## config.mk

```make
export PLATFORM = sky130hd
export DESIGN_NAME = hex_tile_point_hit_test_unit
export DESIGN_NICKNAME = d
export VERILOG_FILES = /design/src/sv/htph_pkg.sv /design/src/sv/hex_tile_point_hit_test_unit.sv /design/src/sv/htph_cfg_geom.sv /design/src/sv/htph_cross.sv /design/src/sv/htph_classify.sv
export SDC_FILE = /design/constraint.sdc
export NUM_CORES = 2
export LEC_CHECK = 0
export ABC_AREA = 1
export BUFFER_PORTS_ARGS = -buffer_cell sky130_fd_sc_hd__buf_2
export CAP_MARGIN = 10
export CORE_MARGIN = 3
export CORE_UTILIZATION = 50
export CTS_CLUSTER_DIAMETER = 150
export CTS_CLUSTER_SIZE = 10
export DETAILED_ROUTE_END_ITERATION = 10
export GPL_ROUTABILITY_DRIVEN = 0
export PLACE_DENSITY = 0.63
export SLEW_MARGIN = 25
export SYNTH_ARGS = -nofsm -noshare
export SYNTH_HDL_FRONTEND = slang
export SYNTH_SLANG_ARGS = --single-unit
```

## constraint.sdc

```tcl
create_clock -name clk -period 7.1 [get_ports clk]
set_input_delay 0.355 -clock clk [delete_from_list [all_inputs] [get_ports clk]]
set_output_delay 0.355 -clock clk [all_outputs]
set_load 0.01 [all_outputs]
```

## src/sv/htph_pkg.sv

```systemverilog
// ----------------------------------------------------------------------------
// htph_pkg
// Types and constants of the hexagon tile hit test pipeline.
// ----------------------------------------------------------------------------
package htph_pkg;

  // Configuration port
  localparam int CFG_AW = 3;
  localparam int CFG_DW = 12;

  localparam logic [CFG_AW-1:0] CFG_COLUMN = 3'd0;
  localparam logic [CFG_AW-1:0] CFG_ROW    = 3'd1;
  localparam logic [CFG_AW-1:0] CFG_SIZE   = 3'd2;
  localparam logic [CFG_AW-1:0] CFG_WIDTH  = 3'd3;
  localparam logic [CFG_AW-1:0] CFG_HEIGHT = 3'd4;

  localparam int GRID_W = 8;    // column and row
  localparam int DIM_W  = 12;   // size, width, height
  localparam int PT_W   = 22;   // point coordinates, Q.4

  // Internal coordinates carry 5 fraction bits (half of a Q.4 unit is exact).
  localparam int OFS_W  = 24;           // point minus centre
  localparam int COLW_W = GRID_W + DIM_W;
  localparam int ROWP_W = GRID_W + DIM_W + 3;
  localparam int AREA_W = 2 * DIM_W;    // size * width
  localparam int PROD_W = OFS_W + DIM_W + 1;
  localparam int EDGE_W = PROD_W + 1;   // corner-to-point cross product
  localparam int D2_W   = EDGE_W + 1;   // outer edge cross product

  localparam int N_SIDES = 6;

  // Accepting edge to the edge that takes the result
  localparam int RES_LATENCY = 5;

  typedef struct packed {
    logic signed [OFS_W-1:0] cx;
    logic signed [OFS_W-1:0] cy;
    logic [AREA_W-1:0]       area;
    logic [DIM_W-1:0]        w;
    logic [DIM_W-1:0]        s;
  } geom_t;

  typedef struct packed {
    logic                             valid;
    logic [N_SIDES-1:0][EDGE_W-1:0]   e;
  } cross_t;

endpackage

```

## src/sv/hex_tile_point_hit_test_unit.sv

```systemverilog
// Throughput: one point per cycle while busy is low; the five-stage datapath
// sets the latency. busy is high for one cycle after each configuration write
// and after reset, while the centre pipeline settles. Synchronous active-low
// reset clears the tile registers to zero and empties the pipeline; results
// cannot be stalled.
// ----------------------------------------------------------------------------
// hex_tile_point_hit_test_unit
// Point in pointy-top hexagon tile test on an odd-row-shifted grid.
// ----------------------------------------------------------------------------
module hex_tile_point_hit_test_unit
  import htph_pkg::*;
(
  input  logic                   clk,
  input  logic                   rst_n,
  input  logic                   start,
  output logic                   busy,
  input  logic signed [PT_W-1:0] in_point_x,
  input  logic signed [PT_W-1:0] in_point_y,
  output logic                   out_valid,
  output logic                   out_inside_res,
  input  logic                   cfg_we,
  input  logic [CFG_AW-1:0]      cfg_addr,
  input  logic [CFG_DW-1:0]      cfg_wdata
);

  geom_t  geom;
  cross_t xs;
  logic   busy_r, busy_nxt;
  logic   acc;

  // Hold off new points for one cycle while the centre is recomputed
  assign busy_nxt = cfg_we;

  always_ff @(posedge clk) begin
    if (!rst_n) begin
      busy_r <= 1'b1;
    end else begin
      busy_r <= busy_nxt;
    end
  end

  assign busy = busy_r;
  assign acc  = start && !busy_r;

  htph_cfg_geom u_geom (
    .clk       (clk),
    .rst_n     (rst_n),
    .cfg_we    (cfg_we),
    .cfg_addr  (cfg_addr),
    .cfg_wdata (cfg_wdata),
    .geom      (geom)
  );

  htph_cross u_cross (
    .clk   (clk),
    .rst_n (rst_n),
    .acc   (acc),
    .px    (in_point_x),
    .py    (in_point_y),
    .geom  (geom),
    .xs    (xs)
  );

  htph_classify u_classify (
    .clk            (clk),
    .rst_n          (rst_n),
    .xs             (xs),
    .area           (geom.area),
    .out_valid      (out_valid),
    .out_inside_res (out_inside_res)
  );

endmodule

```

## src/sv/htph_cfg_geom.sv

```systemverilog
// ----------------------------------------------------------------------------
// htph_cfg_geom
// Tile registers and a two-stage pipeline that derives the tile centre.
// ----------------------------------------------------------------------------
module htph_cfg_geom
  import htph_pkg::*;
(
  input  logic              clk,
  input  logic              rst_n,
  input  logic              cfg_we,
  input  logic [CFG_AW-1:0] cfg_addr,
  input  logic [CFG_DW-1:0] cfg_wdata,
  output geom_t             geom
);

  logic [GRID_W-1:0] col_r, col_nxt;
  logic [GRID_W-1:0] row_r, row_nxt;
  logic [DIM_W-1:0]  size_r, size_nxt;
  logic [DIM_W-1:0]  width_r, width_nxt;
  logic [DIM_W-1:0]  height_r, height_nxt;

  logic [COLW_W-1:0]        colw_r, colw_nxt;
  logic signed [ROWP_W-1:0] rowp_r, rowp_nxt;
  logic [AREA_W-1:0]        area_r, area_nxt;
  logic signed [DIM_W+1:0]  pitch;
  geom_t                    geom_r, geom_nxt;

  always_comb begin
    col_nxt    = col_r;
    row_nxt    = row_r;
    size_nxt   = size_r;
    width_nxt  = width_r;
    height_nxt = height_r;
    if (cfg_we) begin
      unique case (cfg_addr)
        CFG_COLUMN: col_nxt    = cfg_wdata[GRID_W-1:0];
        CFG_ROW:    row_nxt    = cfg_wdata[GRID_W-1:0];
        CFG_SIZE:   size_nxt   = cfg_wdata;
        CFG_WIDTH:  width_nxt  = cfg_wdata;
        CFG_HEIGHT: height_nxt = cfg_wdata;
        default: ;
      endcase
    end
  end

  always_ff @(posedge clk) begin
    if (!rst_n) begin
      col_r    <= '0;
      row_r    <= '0;
      size_r   <= '0;
      width_r  <= '0;
      height_r <= '0;
    end else begin
      col_r    <= col_nxt;
      row_r    <= row_nxt;
      size_r   <= size_nxt;
      width_r  <= width_nxt;
      height_r <= height_nxt;
    end
  end

  // Row pitch is 2*height - size in half units; it may go negative
  assign pitch    = $signed({1'b0, height_r, 1'b0}) - $signed({2'b00, size_r});
  assign colw_nxt = col_r * width_r;
  assign rowp_nxt = $signed({1'b0, row_r}) * pitch;
  assign area_nxt = size_r * width_r;

  always_comb begin
    geom_nxt.cx = OFS_W'({colw_r, 1'b0}) + OFS_W'(width_r)
                + (row_r[0] ? OFS_W'(width_r) : '0);
    geom_nxt.cy   = OFS_W'(rowp_r) + OFS_W'({size_r, 1'b0});
    geom_nxt.area = area_r;
    geom_nxt.w    = width_r;
    geom_nxt.s    = size_r;
  end

  always_ff @(posedge clk) begin
    colw_r <= colw_nxt;
    rowp_r <= rowp_nxt;
    area_r <= area_nxt;
    geom_r <= geom_nxt;
  end

  assign geom = geom_r;

endmodule

```

## src/sv/htph_cross.sv

```systemverilog
// ----------------------------------------------------------------------------
// htph_cross
// Four stages: capture, offset from centre, products, corner cross products.
// ----------------------------------------------------------------------------
module htph_cross
  import htph_pkg::*;
(
  input  logic                   clk,
  input  logic                   rst_n,
  input  logic                   acc,
  input  logic signed [PT_W-1:0] px,
  input  logic signed [PT_W-1:0] py,
  input  geom_t                  geom,
  output cross_t                 xs
);

  logic                     v1_r, v2_r, v3_r;
  logic signed [PT_W-1:0]   px1_r, py1_r;
  logic signed [OFS_W-1:0]  dx_r, dx_nxt, dy_r, dy_nxt;
  logic signed [PROD_W-1:0] a_r, a_nxt, c_r, c_nxt;
  logic signed [DIM_W:0]    w_s, s_s;
  logic signed [EDGE_W-1:0] a_e, c_e, c2_e;
  cross_t                   xs_r, xs_nxt;

  // Point doubled to match the half-unit centre
  assign dx_nxt = $signed({px1_r[PT_W-1], px1_r, 1'b0}) - geom.cx;
  assign dy_nxt = $signed({py1_r[PT_W-1], py1_r, 1'b0}) - geom.cy;

  assign w_s   = $signed({1'b0, geom.w});
  assign s_s   = $signed({1'b0, geom.s});
  assign a_nxt = dy_r * w_s;
  assign c_nxt = dx_r * s_s;

  // Corners relative to the centre: (0,-2S) (-W,-S) (-W,S) (0,2S) (W,S) (W,-S)
  assign a_e  = EDGE_W'(a_r);
  assign c_e  = EDGE_W'(c_r);
  assign c2_e = $signed({c_r, 1'b0});

  always_comb begin
    xs_nxt.valid = v3_r;
    xs_nxt.e[0]  = c2_e;
    xs_nxt.e[1]  = c_e - a_e;
    xs_nxt.e[2]  = -a_e - c_e;
    xs_nxt.e[3]  = -c2_e;
    xs_nxt.e[4]  = a_e - c_e;
    xs_nxt.e[5]  = a_e + c_e;
  end

  always_ff @(posedge clk) begin
    if (!rst_n) begin
      v1_r       <= 1'b0;
      v2_r       <= 1'b0;
      v3_r       <= 1'b0;
      xs_r.valid <= 1'b0;
    end else begin
      v1_r       <= acc;
      v2_r       <= v1_r;
      v3_r       <= v2_r;
      xs_r.valid <= xs_nxt.valid;
    end
    xs_r.e <= xs_nxt.e;
  end

  always_ff @(posedge clk) begin
    px1_r  <= px;
    py1_r  <= py;
    dx_r   <= dx_nxt;
    dy_r   <= dy_nxt;
    a_r    <= a_nxt;
    c_r    <= c_nxt;
  end

  assign xs = xs_r;

endmodule

```

## src/sv/htph_classify.sv

```systemverilog
// ----------------------------------------------------------------------------
// htph_classify
// Sign tests of the six fan triangles and the registered result.
// ----------------------------------------------------------------------------
module htph_classify
  import htph_pkg::*;
(
  input  logic              clk,
  input  logic              rst_n,
  input  cross_t            xs,
  input  logic [AREA_W-1:0] area,
  output logic              out_valid,
  output logic              out_inside_res
);

  logic [N_SIDES-1:0] hit;
  logic               valid_r;
  logic               inside_r, inside_nxt;

  for (genvar k = 0; k < N_SIDES; k++) begin : g_tri
    localparam int N = (k + 1) % N_SIDES;
    logic signed [D2_W-1:0] ek, en, d2;

    assign ek = D2_W'($signed(xs.e[k]));
    assign en = D2_W'($signed(xs.e[N]));
    // Outer edge: e_n - e_k plus the corner cross product, -2*size*width
    assign d2 = en - ek - D2_W'({area, 1'b0});

    assign hit[k] = (ek >= 0 && en <= 0 && d2 >= 0) ||
                    (ek <= 0 && en >= 0 && d2 <= 0);
  end

  // Zero size or width flattens every triangle: report inside
  assign inside_nxt = (area == '0) || (|hit);

  always_ff @(posedge clk) begin
    if (!rst_n) begin
      valid_r <= 1'b0;
    end else begin
      valid_r <= xs.valid;
    end
  end

  always_ff @(posedge clk) begin
    inside_r <= inside_nxt;
  end

  assign out_valid      = valid_r;
  assign out_inside_res = inside_r;

endmodule

```

# Yosys cells after proc, flatten, opt, wreduce, memory -nomap -nowiden
# Index checks and enable logic that the tools add are counted.
totals:
  regBits: 615
  latchBits: 0
  mem_bits_rw: 0
  rom_bits: 0
  in_bits: 63
  elab_cells: 131
  n_memories: 0
op_classes:
  addsub: 24
  n_mul: 5
  n_div: 0
  n_lt_le_gt_ge: 24
  n_eq_ne: 4
  shift: 0
  muxes: 1
  bitwise: 0
  reduce_logical: 41
op_table:
  columns: ["cell", "n"]
  rows:
  - ["39-bit by 1-bit >= comparator with 1-bit output (second input constant)", 6]
  - ["39-bit by 1-bit less-or-equal comparator with 1-bit output (second input constant)", 6]
  - ["38-bit by 38-bit subtractor with 39-bit output", 6]
  - ["39-bit by 25-bit subtractor with 39-bit output", 6]
  - ["38-bit by 1-bit >= comparator with 1-bit output (second input constant)", 6]
  - ["38-bit by 1-bit less-or-equal comparator with 1-bit output (second input constant)", 6]
  - ["37-bit by 37-bit subtractor with 38-bit output", 2]
  - ["24-bit by 13-bit multiplier with 37-bit output", 2]
  - ["23-bit by 24-bit subtractor with 24-bit output", 2]
  - ["37-bit by 37-bit adder with 38-bit output", 1]
  - ["37-bit negator with 38-bit output", 1]
  - ["38-bit negator", 1]
  - ["38-bit by 37-bit subtractor with 38-bit output", 1]
  - ["1-bit logical AND", 25]
  - ["23-bit by 14-bit adder with 24-bit output", 1]
  - ["24-bit adder", 1]
  - ["24-bit zero test", 1]
  - ["12-bit by 12-bit multiplier with 24-bit output", 1]
  - ["9-bit by 14-bit multiplier with 23-bit output", 1]
  - ["21-bit by 12-bit adder with 22-bit output", 1]
  - ["8-bit by 12-bit multiplier with 20-bit output", 1]
  - ["13-bit by 12-bit subtractor with 14-bit output", 1]
  - ["12-bit 2-to-1 mux", 1]
  - ["2-bit AND reduction", 5]
  - ["other kinds (7)", 14]

# Depth between registers and ports, before layout
logic_depth:
  depth_word: 7
  mapped_depth: 33

# Modules after synthesis
# Synthesis repeated with hierarchy kept, for this count alone.
unflattened:
  cells_unflattened: 13975
  hier_area_um2: 91021.0
by_module_without_submodules:
  columns: ["module", "instances", "cells_each", "area_per_inst_um2", "seq_area_each_um2"]
  rows:
  - ["htph_cross", 1, 6390, 45174.6, 7847.5]
  - ["htph_classify", 1, 4859, 25207.9, 40.0]
  - ["htph_cfg_geom", 1, 2721, 20601.0, 4264.1]
  - ["hex_tile_point_hit_test_unit", 1, 5, 37.5, 20.0]

# Worst setup path before layout
# No wires, ideal clock.
synth_timing:
  path_kind: "register -> register"
  start: "register u_geom.size_r[1]"
  end: "register u_geom.rowp_r[20]"
  t_arrival_ns: 5.558
  required_time_ns: 6.988
  slack_ns: 1.430
  stages_incl_launch_ff: 32
  n_path_buf: 0
  synth_period_minus_slack_ns: 5.670
  path_cell_list: "dfxtp_1 -> inv_1 -> ha_1 -> nand3_1 -> and2_1 -> or2_2 -> nand2_1 -> a21oi_1 -> or2_2 -> nand2_1 -> nor2_1 -> fa_1 -> inv_1 -> fa_1 -> inv_1 -> fa_1 -> inv_1 -> fa_1 -> inv_1 -> ha_1 -> nand2_1 -> inv_1 -> a21oi_1 -> o21ai_1 -> a31oi_1 -> o21bai_1 -> a21oi_1 -> o21ai_1 -> nand2_1 -> nand2_1 -> nand2_1 -> nand2_1"
synth_between:
  elab_chain_cells: 2
synth_rtl:
  columns: ["element", "line", "rtl"]
  rows:
  - ["from (decl)", "htph_cfg_geom.sv:18", "logic [DIM_W-1:0] size_r, size_nxt;"]
  - ["from (signal assigned)", "htph_cfg_geom.sv:56", "size_r <= size_nxt;"]
  - ["13-bit by 12-bit subtractor with 14-bit output", "htph_cfg_geom.sv:63", "assign pitch = $signed({1'b0, height_r, 1'b0}) - $signed({2'b00, size_r});"]
  - ["9-bit by 14-bit multiplier with 23-bit output", "htph_cfg_geom.sv:65", "assign rowp_nxt = $signed({1'b0, row_r}) * pitch;"]
  - ["via u_geom.rowp_nxt[20]", "htph_cfg_geom.sv:23", "logic signed [ROWP_W-1:0] rowp_r, rowp_nxt;"]
  - ["to (signal assigned)", "htph_cfg_geom.sv:79", "rowp_r <= rowp_nxt;"]
  - ["to (decl)", "htph_cfg_geom.sv:23", null]
# The timed path passes the listed nets, and every way through them passes these cells.
# A chain may end at the register's enable or synchronous reset.

# Worst setup path after layout
layout_timing:
  start: "register u_geom.size_r[1]"
  end: "register u_geom.rowp_r[21]"
# Same word-level chain as after synthesis.

==> flow_summary.json <==
{
  "synth_area_per_cell_sq_um": 7.02,
  "r2r-start": "u_geom.size_r[1]$_SDFFE_PN0P_",
  "cp_slowest_stage_delay_ns": 0.76,
  "cts_inserted_buffers": 71,
  "grt_start_max_net_pins": 59,
  "synth_compound_area_frac": 0.0833,
  "hold_viol": 0,
  "die_w_microns": 415,
  "layout_common_cells": "nand2_1 (3,037), inv_1 (2,969), fa_1 (918)",
  "end_kind": "flop",
  "synth_edf_count": 0,
  "synth_fa_ha_area_frac": 0.355,
  "holdPathStages": 3,
  "yosys.area_share.xor_xnor": 0.0448,
  "seq_area_sq_um": 12200,
  "layout_commonest_cell": "nand2_1",
  "ys_seq_area_frac": 0.146,
  "ctsHtreeMaxLevel": 3,
  "min-delay-path-class": "in -> reg",
  "yosys_warnings": 0,
  "drc": 0,
  "cp_data_arrival_time_ns": 7.04,
  "insertion_delay_ns": 0.71,
  "finalSetupViolCount": 0,
  "yosys.area.top_type": "fa_1",
  "final_util": 0.537,
  "drt-pass1-iter-count": 8,
  "worstRegToRegCells": 26,
  "ant_nets": 0,
  "synthesis.area_sq_um": 83600,
  "fmax_mhz": 156,
  "start_util": 0.505,
  "cts_tree": "yes",
  "path_max_fanout": 6,
  "outcome": "completed",
  "ys_ff_latch": 609,
  "dp.cells": 14042,
  "clockBufferDepth": 3,
  "pre_cts_ws_ns": 0.750,
  "setup_tns_ns": 0,
  "stdcell_count": 14183,
  "min_from": "cfg_wdata[11]",
  "cts_setup_buffers": 0,
  "async_flop_share": 0,
  "slew_headroom": 0.191,
  "vias": 75130,
  "dieArea_sq_um": 172000,
  "final.setup.worst_slack_ns": 0.679,
  "clkTransAtPathRegs_ns": 0.05,
  "rsz0062_at_grt": "no",
  "multi_input_area_sq_um": 59400,
  "die_height_microns": 415,
  "maxCapViolations": 0,
  "period_minus_slack_ns": 6.42,
  "coreArea_sq_um": 166000,
  "drt_iter0_markers": 5975,
  "num_rows": 149,
  "root_buffer": "clkbuf_16",
  "pin_count": 66,
  "synth_cell_types": 70,
  "clock_skew_ns": 0.0454,
  "crit_family": "adder cells",
  "yosys.area.top_type_share": 0.220,
  "timing.rr.end": "u_geom.rowp_r[21]$_DFF_P_",
  "overflow": 0,
  "cp_slowest_cell": "fa_1",
  "crit_buf_inv": 5,
  "grt_pass1_wl_mm": 421,
  "cts_sinks": 609,
  "crit_path_start_kind": "flop",
  "post-route-period-util": 0.904,
  "min_to": "u_geom.size_r[11]$_SDFFE_PN0P_",
  "nFillCells": 16273,
  "drv_slew": 0,
  "antenna_found_initial": 15,
  "wl_per_cell_microns": 19.1,
  "yosys.area_share.simple": 0.227,
  "drt_wl_total_mm": 271,
  "grt_pass1_vias": 75771,
  "cp_common_cell": "nand2_1",
  "tightest_slew_ns": 1.21,
  "syn-instance-count": 11912,
  "nets": 13868,
  "vias_per_cell": 5.30,
  "track_usage": 0.313,
  "synth_top_family_by_area": "adder cells",
  "synth_top_cells_by_area": "fa_1 (22%), dfxtp_1 (15%), nand2_1 (14%), ha_1 (14%), inv_1 (13%)",
  "reg2reg_setup_slack_ns": 0.68,
  "required_ns": 7.72,
  "drive_above_1_share": 0.0288,
  "syn2layout_area_growth_pct": 6.42,
  "crit_type": "reg -> reg",
  "syn_nets": 13797,
  "synth.area.mux_share": 0,
  "hpwlAfterDp_mm": 226,
  "synthFlopType": "dfxtp_1",
  "port_buffers": 65
}
## layout make-up
cell class	count	area share
Sequential cell	609	0.137
Timing Repair Buffer	194	0.0161
Clock inverter	9	0.00204
Inverter	2982	0.126
Multi-Input combinational cell	8125	0.668
Clock buffer	71	0.0200
Tap cell	2189	0.0308
Antenna cell	4	0.000113
## state kept, by name (all words and copies together), names as in the netlist, 8 cells and up
name             cells
u_cross.xs         223
u_geom.geom         95
u_cross.a_r         37
u_cross.c_r         37
u_cross.dx_r        24
u_cross.dy_r        24
u_geom.area_r       24
u_geom.rowp_r       23
u_cross.px1_r       22
u_cross.py1_r       22
u_geom.colw_r       20
u_geom.height_r     12
u_geom.size_r       12
u_geom.width_r      12
u_geom.col_r         8
u_geom.row_r         8
## worst max path at each step
stage / endpoint / start / cells past startpoint / slack (ns)
2_1_floorplan: u_geom.rowp_r[20]$_DFF_P_ / u_geom.size_r[1]$_SDFFE_PN0P_ / 31 / 1.43
3_3_place_gp: u_geom.rowp_r[22]$_DFF_P_ / u_geom.height_r[0]$_SDFFE_PN0P_ / 27 / 0.84
3_5_place_dp: u_geom.rowp_r[21]$_DFF_P_ / u_geom.size_r[1]$_SDFFE_PN0P_ / 26 / 0.75
4_1_cts: u_geom.rowp_r[21]$_DFF_P_ / u_geom.size_r[1]$_SDFFE_PN0P_ / 26 / 0.70
5_1_grt: u_geom.rowp_r[20]$_DFF_P_ / u_geom.size_r[1]$_SDFFE_PN0P_ / 30 / 0.22
6_report: u_geom.rowp_r[21]$_DFF_P_ / u_geom.size_r[1]$_SDFFE_PN0P_ / 26 / 0.68
## synthesized netlist by cell type, types with 40 or more instances
master	instances
a21oi_1	659
a31oi_1	61
clkbuf_1	176
dfxtp_1	609
fa_1	918
ha_1	904
inv_1	2971
nand2_1	3037
nand3_1	409
nand3b_1	51
nand4_1	115
nor2_1	819
nor3_1	93
nor4_1	51
o21ai_0	257
o21bai_1	40
xnor2_1	104
xor2_1	318
## timing repair
action,4_1_cts,5_1_grt
hold endpoints to repair,68,0
resized for setup,0,0
hold buffers,57,0
endpoints found under the setup margin,0,0
## layer usage
layer,share of wire,GRT usage,up-vias
met2,0.45,0.516,2834
met4,0.069,0.183,6
met5,0.00015,0,-
li1,-,-,36083
met1,0.39,0.381,35466
met3,0.083,0.0623,741
## per-stage QoR
step                      area [sq um]  hold slack, ns
after floorplan                  83600           0.310
after global placement           86400           0.311
after detailed placement         86400           0.313
after CTS                        88900         0.00954
after global routing             88900          0.0308
final                            88900          0.0244
## logic make-up (layout without fill, tap and decap cells)
kind of cell / count (synthesis) / count (layout)
AOI/OAI and AO/OA: 1230 / 1230
xor gates and xnor gates: 425 / 425
adders and majority gates: 1822 / 1822
buffers and inverters: 3178 / 3256
DFF: 609 / 609
other: 1 / 5
and+or+nand+nor: 4647 / 4647
## tightest hold or removal path, cell delays in order
cell	delay [ns]
buf_2	0.13
o21ai_0	0.10
a21oi_1	0.10
Power is not shown: default switching activity piles up to over one toggle a cycle in this logic, so the estimate is an artifact.
